### src/sv/usa_pkg.sv
// Shared types, widths and register codes of the untile scatter address block.
`timescale 1ns / 1ps

package usa_pkg;

  // Bounds that the configuration registers are clamped to.
  localparam int MAX_IN_DIM = 256;
  localparam int MAX_UP     = 8;
  localparam int MAX_MAPS   = 1024;

  // Field widths of the words on the ports.
  localparam int OUT_ENTRY_W = 10;
  localparam int TILE_W      = 12;
  localparam int MAP_W       = 10;
  localparam int POS_W       = 8;
  localparam int SAMPLE_W    = 32;
  localparam int ADDR_W      = 48;

  // Configuration port.
  localparam int CFG_IDX_W   = 3;
  localparam int CFG_DATA_W  = 11;
  localparam int CFG_DIM_FW  = 9;
  localparam int CFG_MAPS_FW = 11;
  localparam int CFG_UP_FW   = 4;

  localparam logic [CFG_IDX_W-1:0] CFG_IN_WIDTH    = 3'd0;
  localparam logic [CFG_IDX_W-1:0] CFG_IN_HEIGHT   = 3'd1;
  localparam logic [CFG_IDX_W-1:0] CFG_MAP_COUNT   = 3'd2;
  localparam logic [CFG_IDX_W-1:0] CFG_UP_X_LEVEL0 = 3'd3;
  localparam logic [CFG_IDX_W-1:0] CFG_UP_Y_LEVEL0 = 3'd4;
  localparam logic [CFG_IDX_W-1:0] CFG_UP_X_LEVEL1 = 3'd5;
  localparam logic [CFG_IDX_W-1:0] CFG_UP_Y_LEVEL1 = 3'd6;

  // Widths of the clamped registers and of the values derived from them.
  localparam int     DIM_W  = $clog2(MAX_IN_DIM + 1);
  localparam int     UP_W   = $clog2(MAX_UP + 1);
  localparam int     MAPS_W = $clog2(MAX_MAPS + 1);
  localparam longint MAX_T  = longint'(MAX_UP) * longint'(MAX_UP);
  localparam longint MAX_SIDE = longint'(MAX_IN_DIM) * MAX_T;
  localparam int     T_W    = $clog2(MAX_T + 1);
  localparam int     TT_W   = $clog2(MAX_T * MAX_T + 1);
  localparam int     SIDE_W = $clog2(MAX_SIDE + 1);
  localparam int     AREA_W = $clog2(MAX_SIDE * MAX_SIDE + 1);
  localparam int     GRP_W  = $clog2(longint'(1 << OUT_ENTRY_W) * longint'(MAX_MAPS));
  localparam int     PROD_W = GRP_W + AREA_W;

  // Quotient widths of the tile digit split.
  localparam int Q1_RAW   = $clog2(MAX_T);
  localparam int Q1_W     = (Q1_RAW < 1) ? 1 : ((Q1_RAW > TILE_W) ? TILE_W : Q1_RAW);
  localparam int Q1_SPLIT = Q1_W / 2;
  localparam int QU_W     = ($clog2(MAX_UP) < 1) ? 1 : $clog2(MAX_UP);

  // Number of register stages from input to output.
  localparam int PIPE_DEPTH = 7;

  typedef struct packed {
    logic [OUT_ENTRY_W-1:0] out_entry;
    logic [TILE_W-1:0]      tile;
    logic [MAP_W-1:0]       map_index;
    logic [POS_W-1:0]       pos_x;
    logic [POS_W-1:0]       pos_y;
    logic [SAMPLE_W-1:0]    sample;
  } in_word_t;

  typedef struct packed {
    logic [ADDR_W-1:0]   out_address;
    logic [SAMPLE_W-1:0] out_sample;
    logic                bad_index;
  } out_word_t;

endpackage

### src/sv/untile_scatter_address_core.sv
// Top level of the untile scatter address block: a seven-stage address pipeline.
`timescale 1ns / 1ps

// Depth-to-space scatter address generator. Each input word carries one element of a
// tiled tensor; the result word gives its address in the untiled buffer,
// ((entry*maps+map)*Wout*Hout) + (y*Ty+dy)*Wout + x*Tx + dx, with the sample passed through
// and bad_index set (address 0) when the tile, map or coordinate is out of range.
// A word is taken every cycle unless an output stall has backed up to the input.
// The pipeline has seven register stages: the input register, two for the tile split
// by the level-zero tile size, one for the per-level digit split and the large
// entry-times-area product, two for the offset products and one final add. Each stage
// holds its own valid bit, so a stall on the output fills bubbles before it stops the
// input. Register writes are taken in every cycle; the clamped values settle into the
// derived sizes over the following cycles, in step with the first word that can reach
// each stage.
module untile_scatter_address_core (
  input  logic                         clk,
  input  logic                         rst_n,
  input  logic                         in_valid,
  output logic                         in_ready,
  input  usa_pkg::in_word_t            in_data,
  output logic                         out_valid,
  input  logic                         out_ready,
  output usa_pkg::out_word_t           out_data,
  input  logic                         cfg_valid,
  output logic                         cfg_ready,
  input  logic [usa_pkg::CFG_IDX_W-1:0]  cfg_index,
  input  logic [usa_pkg::CFG_DATA_W-1:0] cfg_data
);
  import usa_pkg::*;

  localparam int DV_W  = TILE_W + T_W;
  localparam int DV0_W = T_W + UP_W;
  localparam int DV1_W = Q1_W + UP_W;

  typedef struct packed {
    logic [GRP_W-1:0]    grp;
    logic [TILE_W-1:0]   tile;
    logic [TILE_W-1:0]   rem;
    logic [Q1_W-1:0]     q1;
    logic [POS_W-1:0]    px;
    logic [POS_W-1:0]    py;
    logic [SAMPLE_W-1:0] sample;
    logic                bad;
  } s2_t;

  typedef struct packed {
    logic [GRP_W-1:0]    grp;
    logic [T_W-1:0]      d0;
    logic [Q1_W-1:0]     d1;
    logic [POS_W-1:0]    px;
    logic [POS_W-1:0]    py;
    logic [SAMPLE_W-1:0] sample;
    logic                bad;
  } s3_t;

  typedef struct packed {
    logic [ADDR_W-1:0]   area_term;
    logic [UP_W-1:0]     lx0;
    logic [QU_W-1:0]     ly0;
    logic [UP_W-1:0]     lx1;
    logic [QU_W-1:0]     ly1;
    logic [POS_W-1:0]    px;
    logic [POS_W-1:0]    py;
    logic [SAMPLE_W-1:0] sample;
    logic                bad;
  } s4_t;

  typedef struct packed {
    logic [ADDR_W-1:0]   area_term;
    logic [SIDE_W-1:0]   row;
    logic [SIDE_W-1:0]   col;
    logic [SAMPLE_W-1:0] sample;
    logic                bad;
  } s5_t;

  typedef struct packed {
    logic [ADDR_W-1:0]   base;
    logic [AREA_W-1:0]   rowoff;
    logic [SAMPLE_W-1:0] sample;
    logic                bad;
  } s6_t;

  function automatic logic [DIM_W-1:0] clamp_dim(input logic [CFG_DIM_FW-1:0] v);
    if (v == '0) return DIM_W'(1);
    else if (32'(v) > MAX_IN_DIM) return DIM_W'(MAX_IN_DIM);
    else return DIM_W'(v);
  endfunction

  function automatic logic [MAPS_W-1:0] clamp_maps(input logic [CFG_MAPS_FW-1:0] v);
    if (v == '0) return MAPS_W'(1);
    else if (32'(v) > MAX_MAPS) return MAPS_W'(MAX_MAPS);
    else return MAPS_W'(v);
  endfunction

  function automatic logic [UP_W-1:0] clamp_up(input logic [CFG_UP_FW-1:0] v);
    if (v == '0) return UP_W'(1);
    else if (32'(v) > MAX_UP) return UP_W'(MAX_UP);
    else return UP_W'(v);
  endfunction

  // Clamped configuration registers.
  logic [DIM_W-1:0]  wid_r, hgt_r;
  logic [MAPS_W-1:0] maps_r;
  logic [UP_W-1:0]   ux0_r, uy0_r, ux1_r, uy1_r;

  // Derived sizes, one product level per register.
  logic [T_W-1:0]    t0_r, t1_r, tx_r, ty_r;
  logic [TT_W-1:0]   tt_r;
  logic [SIDE_W-1:0] wout_r, hout_r;
  logic [AREA_W-1:0] area_r;

  logic [PIPE_DEPTH-1:0] vld_r;
  logic [PIPE_DEPTH-1:0] adv;

  in_word_t  s1_r;
  s2_t       s2_r, s2_nxt;
  s3_t       s3_r, s3_nxt;
  s4_t       s4_r, s4_nxt;
  s5_t       s5_r, s5_nxt;
  s6_t       s6_r, s6_nxt;
  out_word_t out_r, out_nxt;

  assign cfg_ready = 1'b1;

  always_ff @(posedge clk) begin
    if (!rst_n) begin
      wid_r  <= DIM_W'(1);
      hgt_r  <= DIM_W'(1);
      maps_r <= MAPS_W'(1);
      ux0_r  <= UP_W'(1);
      uy0_r  <= UP_W'(1);
      ux1_r  <= UP_W'(1);
      uy1_r  <= UP_W'(1);
    end else if (cfg_valid) begin
      unique case (cfg_index)
        CFG_IN_WIDTH:    wid_r  <= clamp_dim(cfg_data[CFG_DIM_FW-1:0]);
        CFG_IN_HEIGHT:   hgt_r  <= clamp_dim(cfg_data[CFG_DIM_FW-1:0]);
        CFG_MAP_COUNT:   maps_r <= clamp_maps(cfg_data[CFG_MAPS_FW-1:0]);
        CFG_UP_X_LEVEL0: ux0_r  <= clamp_up(cfg_data[CFG_UP_FW-1:0]);
        CFG_UP_Y_LEVEL0: uy0_r  <= clamp_up(cfg_data[CFG_UP_FW-1:0]);
        CFG_UP_X_LEVEL1: ux1_r  <= clamp_up(cfg_data[CFG_UP_FW-1:0]);
        CFG_UP_Y_LEVEL1: uy1_r  <= clamp_up(cfg_data[CFG_UP_FW-1:0]);
        default: begin
        end
      endcase
    end
  end

  // The first level feeds stage two, the second stage three and the area stage four, so a
  // word that follows a register write never sees a stale size.
  always_ff @(posedge clk) begin
    t0_r   <= T_W'(T_W'(ux0_r) * T_W'(uy0_r));
    t1_r   <= T_W'(T_W'(ux1_r) * T_W'(uy1_r));
    tx_r   <= T_W'(T_W'(ux0_r) * T_W'(ux1_r));
    ty_r   <= T_W'(T_W'(uy0_r) * T_W'(uy1_r));
    tt_r   <= TT_W'(TT_W'(t0_r) * TT_W'(t1_r));
    wout_r <= SIDE_W'(SIDE_W'(wid_r) * SIDE_W'(tx_r));
    hout_r <= SIDE_W'(SIDE_W'(hgt_r) * SIDE_W'(ty_r));
    area_r <= AREA_W'(AREA_W'(wout_r) * AREA_W'(hout_r));
  end

  // A stage takes a new word when it is empty or its word moves on.
  always_comb begin
    adv[PIPE_DEPTH-1] = !vld_r[PIPE_DEPTH-1] || out_ready;
    for (int k = PIPE_DEPTH - 2; k >= 0; k--) begin
      adv[k] = !vld_r[k] || adv[k+1];
    end
  end

  assign in_ready  = adv[0];
  assign out_valid = vld_r[PIPE_DEPTH-1];
  assign out_data  = out_r;

  always_ff @(posedge clk) begin
    if (!rst_n) begin
      vld_r <= '0;
    end else begin
      if (adv[0]) vld_r[0] <= in_valid;
      for (int k = 1; k < PIPE_DEPTH; k++) begin
        if (adv[k]) vld_r[k] <= vld_r[k-1];
      end
    end
  end

  // Stage two: map and coordinate range checks, entry-map group and upper quotient bits of tile / t0.
  always_comb begin
    logic [DV_W-1:0] rem;
    logic [Q1_W-1:0] q;
    rem = DV_W'(s1_r.tile);
    q   = '0;
    for (int k = Q1_W - 1; k >= Q1_SPLIT; k--) begin
      if (rem >= (DV_W'(t0_r) << k)) begin
        rem  = rem - (DV_W'(t0_r) << k);
        q[k] = 1'b1;
      end
    end
    s2_nxt.grp    = GRP_W'(GRP_W'(s1_r.out_entry) * GRP_W'(maps_r))
                    + GRP_W'(s1_r.map_index);
    s2_nxt.tile   = s1_r.tile;
    s2_nxt.rem    = TILE_W'(rem);
    s2_nxt.q1     = q;
    s2_nxt.px     = s1_r.pos_x;
    s2_nxt.py     = s1_r.pos_y;
    s2_nxt.sample = s1_r.sample;
    s2_nxt.bad    = (32'(s1_r.map_index) >= 32'(maps_r)) ||
                    (32'(s1_r.pos_x) >= 32'(wid_r)) ||
                    (32'(s1_r.pos_y) >= 32'(hgt_r));
  end

  // Stage three: lower quotient bits and the tile range check; what is left is the level-zero digit.
  always_comb begin
    logic [DV_W-1:0] rem;
    logic [Q1_W-1:0] q;
    rem = DV_W'(s2_r.rem);
    q   = s2_r.q1;
    for (int k = Q1_SPLIT - 1; k >= 0; k--) begin
      if (rem >= (DV_W'(t0_r) << k)) begin
        rem  = rem - (DV_W'(t0_r) << k);
        q[k] = 1'b1;
      end
    end
    s3_nxt.grp    = s2_r.grp;
    s3_nxt.d0     = T_W'(rem);
    s3_nxt.d1     = q;
    s3_nxt.px     = s2_r.px;
    s3_nxt.py     = s2_r.py;
    s3_nxt.sample = s2_r.sample;
    s3_nxt.bad    = s2_r.bad || (32'(s2_r.tile) >= 32'(tt_r));
  end

  // Stage four: split each level digit into x and y, and scale the group by the map area.
  always_comb begin
    logic [DV0_W-1:0]  r0;
    logic [DV1_W-1:0]  r1;
    logic [QU_W-1:0]   q0, q1;
    logic [PROD_W-1:0] prod;
    r0 = DV0_W'(s3_r.d0);
    r1 = DV1_W'(s3_r.d1);
    q0 = '0;
    q1 = '0;
    for (int k = QU_W - 1; k >= 0; k--) begin
      if (r0 >= (DV0_W'(ux0_r) << k)) begin
        r0    = r0 - (DV0_W'(ux0_r) << k);
        q0[k] = 1'b1;
      end
      if (r1 >= (DV1_W'(ux1_r) << k)) begin
        r1    = r1 - (DV1_W'(ux1_r) << k);
        q1[k] = 1'b1;
      end
    end
    prod = PROD_W'(s3_r.grp) * PROD_W'(area_r);
    s4_nxt.area_term = ADDR_W'(prod);
    s4_nxt.lx0       = UP_W'(r0);
    s4_nxt.ly0       = q0;
    s4_nxt.lx1       = UP_W'(r1);
    s4_nxt.ly1       = q1;
    s4_nxt.px        = s3_r.px;
    s4_nxt.py        = s3_r.py;
    s4_nxt.sample    = s3_r.sample;
    s4_nxt.bad       = s3_r.bad;
  end

  // Stage five: position within the untiled map.
  always_comb begin
    s5_nxt.area_term = s4_r.area_term;
    s5_nxt.col = SIDE_W'(s4_r.px) * SIDE_W'(tx_r)
               + SIDE_W'(s4_r.lx0) * SIDE_W'(ux1_r) + SIDE_W'(s4_r.lx1);
    s5_nxt.row = SIDE_W'(s4_r.py) * SIDE_W'(ty_r)
               + SIDE_W'(s4_r.ly0) * SIDE_W'(uy1_r) + SIDE_W'(s4_r.ly1);
    s5_nxt.sample = s4_r.sample;
    s5_nxt.bad    = s4_r.bad;
  end

  // Stage six: row offset and the partial sum.
  always_comb begin
    s6_nxt.rowoff = AREA_W'(s5_r.row) * AREA_W'(wout_r);
    s6_nxt.base   = s5_r.area_term + ADDR_W'(s5_r.col);
    s6_nxt.sample = s5_r.sample;
    s6_nxt.bad    = s5_r.bad;
  end

  // Output stage: the final add, forced to zero for an out-of-range word.
  always_comb begin
    out_nxt.out_address = s6_r.bad ? '0 : (s6_r.base + ADDR_W'(s6_r.rowoff));
    out_nxt.out_sample  = s6_r.sample;
    out_nxt.bad_index   = s6_r.bad;
  end

  always_ff @(posedge clk) begin
    if (adv[0]) s1_r  <= in_data;
    if (adv[1]) s2_r  <= s2_nxt;
    if (adv[2]) s3_r  <= s3_nxt;
    if (adv[3]) s4_r  <= s4_nxt;
    if (adv[4]) s5_r  <= s5_nxt;
    if (adv[5]) s6_r  <= s6_nxt;
    if (adv[6]) out_r <= out_nxt;
  end

endmodule

### config.mk
export PLATFORM = sky130hd
export DESIGN_NAME = untile_scatter_address_core
export DESIGN_NICKNAME = d
export VERILOG_FILES = /design/src/sv/usa_pkg.sv /design/src/sv/untile_scatter_address_core.sv
export SDC_FILE = /design/constraint.sdc
export NUM_CORES = 2
export LEC_CHECK = 0
export ABC_AREA = 1
export BUFFER_PORTS_ARGS = -buffer_cell sky130_fd_sc_hd__buf_4
export CAP_MARGIN = 20
export CORE_ASPECT_RATIO = 0.8
export CORE_MARGIN = 4
export CORE_UTILIZATION = 40
export CTS_CLUSTER_DIAMETER = 200
export DETAILED_ROUTE_END_ITERATION = 7
export HOLD_SLACK_MARGIN = 0.05
export RECOVER_POWER = 25
export SYNTH_ARGS = -nofsm -noshare
export SYNTH_HDL_FRONTEND = slang
export SYNTH_SLANG_ARGS = --single-unit
### constraint.sdc
create_clock -name clk -period 25 [get_ports clk]
set_clock_uncertainty 0.05 [all_clocks]
set_input_delay 1.25 -clock clk [delete_from_list [all_inputs] [get_ports clk]]
set_output_delay 1.25 -clock clk [all_outputs]
set_load 0.02 [all_outputs]
---- After elaboration in Yosys (flattened, before gate mapping) ----
Cells that the tools add are included.
operators by class
  reductions and logical operators ........ 28
  muxes and demuxes ....................... 27
  $mul .................................... 15
  add/sub/neg operators ................... 19
  $lt $le $gt $ge ......................... 19
  equal/unequal tests ..................... 6
operator list
  operator                        number
  two-way mux 19 bit              4
  multiplier 15 x 15 -> 29 bit    2
  adder 48 x 15 -> 48 bit         1
  adder 48 x 29 -> 48 bit         1
  multiplier 20 x 29 -> 48 bit    1
  two-way mux 11 bit              4
  multiplier 8 x 7 -> 15 bit      2
  multiplier 9 x 7 -> 15 bit      2
  multiplier 4 x 4 -> 7 bit       4
  adder 20 x 10 -> 20 bit         1
  multiplier 10 x 11 -> 20 bit    1
  two-way mux 10 bit              2
  >= comparator 19 x 10 -> 1 bit  1
  >= comparator 19 x 11 -> 1 bit  1
  >= comparator 19 x 7 -> 1 bit   1
  >= comparator 19 x 8 -> 1 bit   1
  subtractor 19 x 11 -> 19 bit    1
  subtractor 19 x 8 -> 19 bit     1
  >= comparator 8 x 9 -> 1 bit    2
  two-way mux 9 bit               2
  two-way mux 4 bit               4
  adder 15 x 3 -> 15 bit          1
  adder 15 x 4 -> 15 bit          1
  adder 15 x 7 -> 15 bit          1
  39 further kinds                72
storage, ports and cells
  bits of input ports ..................... 99
  output and inout port bits .............. 84
  word-level logic and storage cells ...... 181
  flip-flop bits (word level) ............. 823

---- Logic depth before layout (Yosys ltp) ----
  depth in word-level cells ............... 8
  mapped depth ............................ 39
  mapped depth without buffers ............ 38

---- Worst setup path before layout ----
Ideal clock, no wire load.
  kind .................................... input to output
  start ................................... input port out_ready
  end ..................................... output port in_ready
  stages on the path ...................... 12
  arrival time ............................ 13.789 ns
  required time ........................... 23.700 ns
  setup slack ............................. 9.911 ns
  buffers on the path ..................... 0
  cells stage by stage .................... nor2_1 inv_1 nor2_1 inv_1 nor2_1 inv_1 nor2_1 inv_1 nor2_1 inv_1 nor2_1 nand2_1
between the ends
  cells in the longest elaborated chain, start to end .. 7
RTL lines
  what                           line                                source
  start: declaration             untile_scatter_address_core.sv:23   input logic out_ready,
  logical OR 1 bit               untile_scatter_address_core.sv:165  adv[PIPE_DEPTH-1] = !vld_r[PIPE_DEPTH-1] || out_ready;
  via adv[6]                     untile_scatter_address_core.sv:114  logic [PIPE_DEPTH-1:0] adv;
  logical OR 1 bit               untile_scatter_address_core.sv:167  adv[k] = !vld_r[k] || adv[k+1];
  via adv[5]                     untile_scatter_address_core.sv:114
  logical OR 1 bit               untile_scatter_address_core.sv:167
  via adv[4]                     untile_scatter_address_core.sv:114
  logical OR 1 bit               untile_scatter_address_core.sv:167
  via adv[3]                     untile_scatter_address_core.sv:114
  logical OR 1 bit               untile_scatter_address_core.sv:167
  via adv[2]                     untile_scatter_address_core.sv:114
  logical OR 1 bit (2 in a row)  untile_scatter_address_core.sv:167
  end: declaration               untile_scatter_address_core.sv:20   output logic in_ready,
The timed path passes the listed nets, and every way through them passes these cells.

==> flow_summary.ini <==
[global_route]
antenna_found_initial = 14
grt_overflow = 0
grt_max_degree = 67
grt_pass1_wl_mm = 339
grt_usage = 0.199
grt_pass1_vias = 61600

[floorplanning]
die_h_um = 415
die_area_mm2 = 0.215
rows = 149
core_area_mm2 = 0.206
io-pin-count = 183
dieWidth_um = 517
initial_utilization = 0.402

[pwr]
switchingPower_mw = 2.98
power_density_mw_per_mm2 = 75.0
intPower_mw = 3.79
total_power_mw = 6.77
leakage_nw = 48.2
p_clk_frac = 0.210
power_frac_seq = 0.293
combPwrFrac = 0.497
ir_drop_mv = 0.140
switching_share = 0.440

[worst_setup_path]
end_kind = register
r2r_slack_ps = 17840
startpoint_type = register
timing.rr.end = s4_r[96]
worstReg2RegStart = s3_r[65]
required_ps = 25380
critical_path_class = register to register
crit_fanout = 17
arrival_ps = 7540
worstRegToRegCells = 27

[sta]
max_slew_margin = 0.272
rsz0062_at_grt = false
finalSetupViolations = 0
fmax_ghz = 0.140
fin_setup_tns_ps = 0
final_hold_viol_count = 0
maxSlewViolCount = 0
fin_crit_ps = 7160
fin_crit_sh = 0.286
tightest_slew_ps = 1090

[detailed_routing]
num_vias = 58800
firstDrtPassIters = 5
wl_mm = 209
drc = 0
routed_via_density = 4.87
post_drt_wl_per_cell_um = 17.3
first_iter_violations = 4348
drtAntennaViolNets = 0

[synthesis]
synth_area_mm2 = 0.0829
syn_nets = 11200
synth_cells = 9241
ys_warn_count = 0
synth_top_family_by_area = adder cells
ys_ff_latch = 820
async_flop_share = 0
ys_types = 60
avgSynthCellArea_um2 = 8.97
synth-xor-area-share = 0.0319
synth_compound_area_frac = 0.0513
seq_area_frac_synth = 0.279
synth-simple-area-share = 0.131
synthAdderAreaFrac = 0.382
synth.area.mux_share = 0
ys.flop_type = edfxtp_1
synth_top_area_frac = 0.267
yosys.area.top_type = fa_1
synth_edf_count = 668
yosys-top-cells-area = fa_1, edfxtp_1, ha_1

[placed_design]
io_buffers = 181
post_dp_cell_area_mm2 = 0.0870
hpwl_mm = 163
dp.cells = 11900
gp_congestion = 0.897

[clocking]
clk_pin_slew_worst_paths_ps = 70
cts_resized = 0
cts_setup_buffers = 0
cts_root_buffer = clkbuf_16
htree_levels = 3
clock_sinks = 820
clk_latency_ps = 740
cts_hold_buf = 0
cts_buffer_depth = 3
cts_tree = yes
cts_buffers = 91

[worst_hold_path]
hold_start = s4_r[75]
worstHoldEndpoint = s5_r[75]
min_path_cells = 0
hold_class = register to register

[layout]
layout_common_cells = inv_1, nand2_1, fa_1, ha_1, edfxtp_1
final_core_util = 0.438
layout-drive-gt1-share = 0.0489
layout.nets = 11300
layout_commonest_cell = inv_1
areaGrowthSynthToFinish_pct = 9.01
fin_cells = 12100
final_area_mm2 = 0.0903

[job]
cap_viol_max_count = 0

[status]
outcome = finished, final reports clean
synth_stat cells (all sizes together) (14+ instances only):
| master | n |
|---|---|
| o211ai | 14 |
| a21oi | 398 |
| nand4 | 50 |
| nor3 | 41 |
| nor2 | 306 |
| buf | 21 |
| o21ai | 222 |
| a21o | 15 |
| nand2 | 2164 |
| dfxtp | 152 |
| a31oi | 42 |
| fa | 1104 |
| xor2 | 197 |
| inv | 2438 |
| a21boi | 17 |
| o21a | 19 |
| clkbuf | 279 |
| nor4 | 15 |
| o21bai | 16 |
| ha | 765 |
| edfxtp | 668 |
| xnor2 | 105 |
| nand3 | 137 |
cell families after synthesis:
logic type,count (synthesis)
simple gates,2736
buf+inv,2739
fa+ha+maj,1869
flops,820
other cells,1
xor+xnor,302
compound gates,774
critical path: stages (launching register included):
cell      delay [ps]
edfxtp_1         750
buf_8            250
nand2_1           70
inv_1             80
fa_1             440
fa_1             530
inv_1             50
fa_1             480
inv_1             50
fa_1             500
inv_1             60
fa_1             540
inv_1             50
fa_1             490
inv_1             50
fa_1             470
inv_1             40
ha_1             380
nand2_1          100
nor2_1           230
nand2_1           80
nand2_1          100
nand2_1           60
o211ai_1         130
a21oi_1          110
o21ai_0          410
a21oi_1          150
xnor2_1          150
metal layers:
metal,share of wire,track usage
met5,0.00013,0
met4,0.024,0.0481
met3,0.079,0.0381
met2,0.43,0.305
met1,0.47,0.289
through the flow:
step,hold WS [ps],setup WS (ps)
2_1_floorplan,350,9910
3_3_place_gp,350,17600
3_5_place_dp,355,17690
4_1_cts,356,17650
5_1_grt,354,17370
6_report,355,17840
flip-flops by register name, summed over array words and instances (netlist names), 33 cells and up:
signal and count:
out_data 81, out_nxt 33, s6_r 77, s1_r 80, s2_r 93, s4_r 111, s5_r 111, s3_r 82
area by class of cell:
cell class | count | area [um^2]
Timing Repair Buffer | 250 | 1950
Clock buffer | 112 | 2460
Fill cell | 19900 | 116000
Antenna cell | 5 | 12.5
Inverter | 2439 | 9170
Clock inverter | 59 | 757
Tap cell | 2718 | 3400
Sequential cell | 820 | 23100
Multi-Input combinational cell | 5682 | 49500
power groups by stage:
| stage | clock [mW] | combinational [mW] | sequential, mW |
|---|---|---|---|
| after floorplan | 0 | 2.43 | 1.87 |
| after global placement | 0 | 3.24 | 2.02 |
| after detailed placement | 0 | 3.30 | 2.02 |
| after CTS | 1.47 | 3.32 | 1.99 |
| after global routing | 1.52 | 3.84 | 2.01 |
| final | 1.42 | 3.36 | 1.99 |
how the worst max path moves through the flow:
stage                          from         to  slack, ps  cells past startpoint
after detailed placement   s3_r[65]   s4_r[96]      17690                     26
after global placement     s3_r[73]  s4_r[105]      17600                     26
after floorplan           out_ready   in_ready       9910                     12
final                      s3_r[65]   s4_r[96]      17840                     27
after global routing       s3_r[65]  s4_r[105]      17370                     30
after CTS                  s3_r[65]   s4_r[96]      17650                     26
Power figures use the tool's default switching activity.
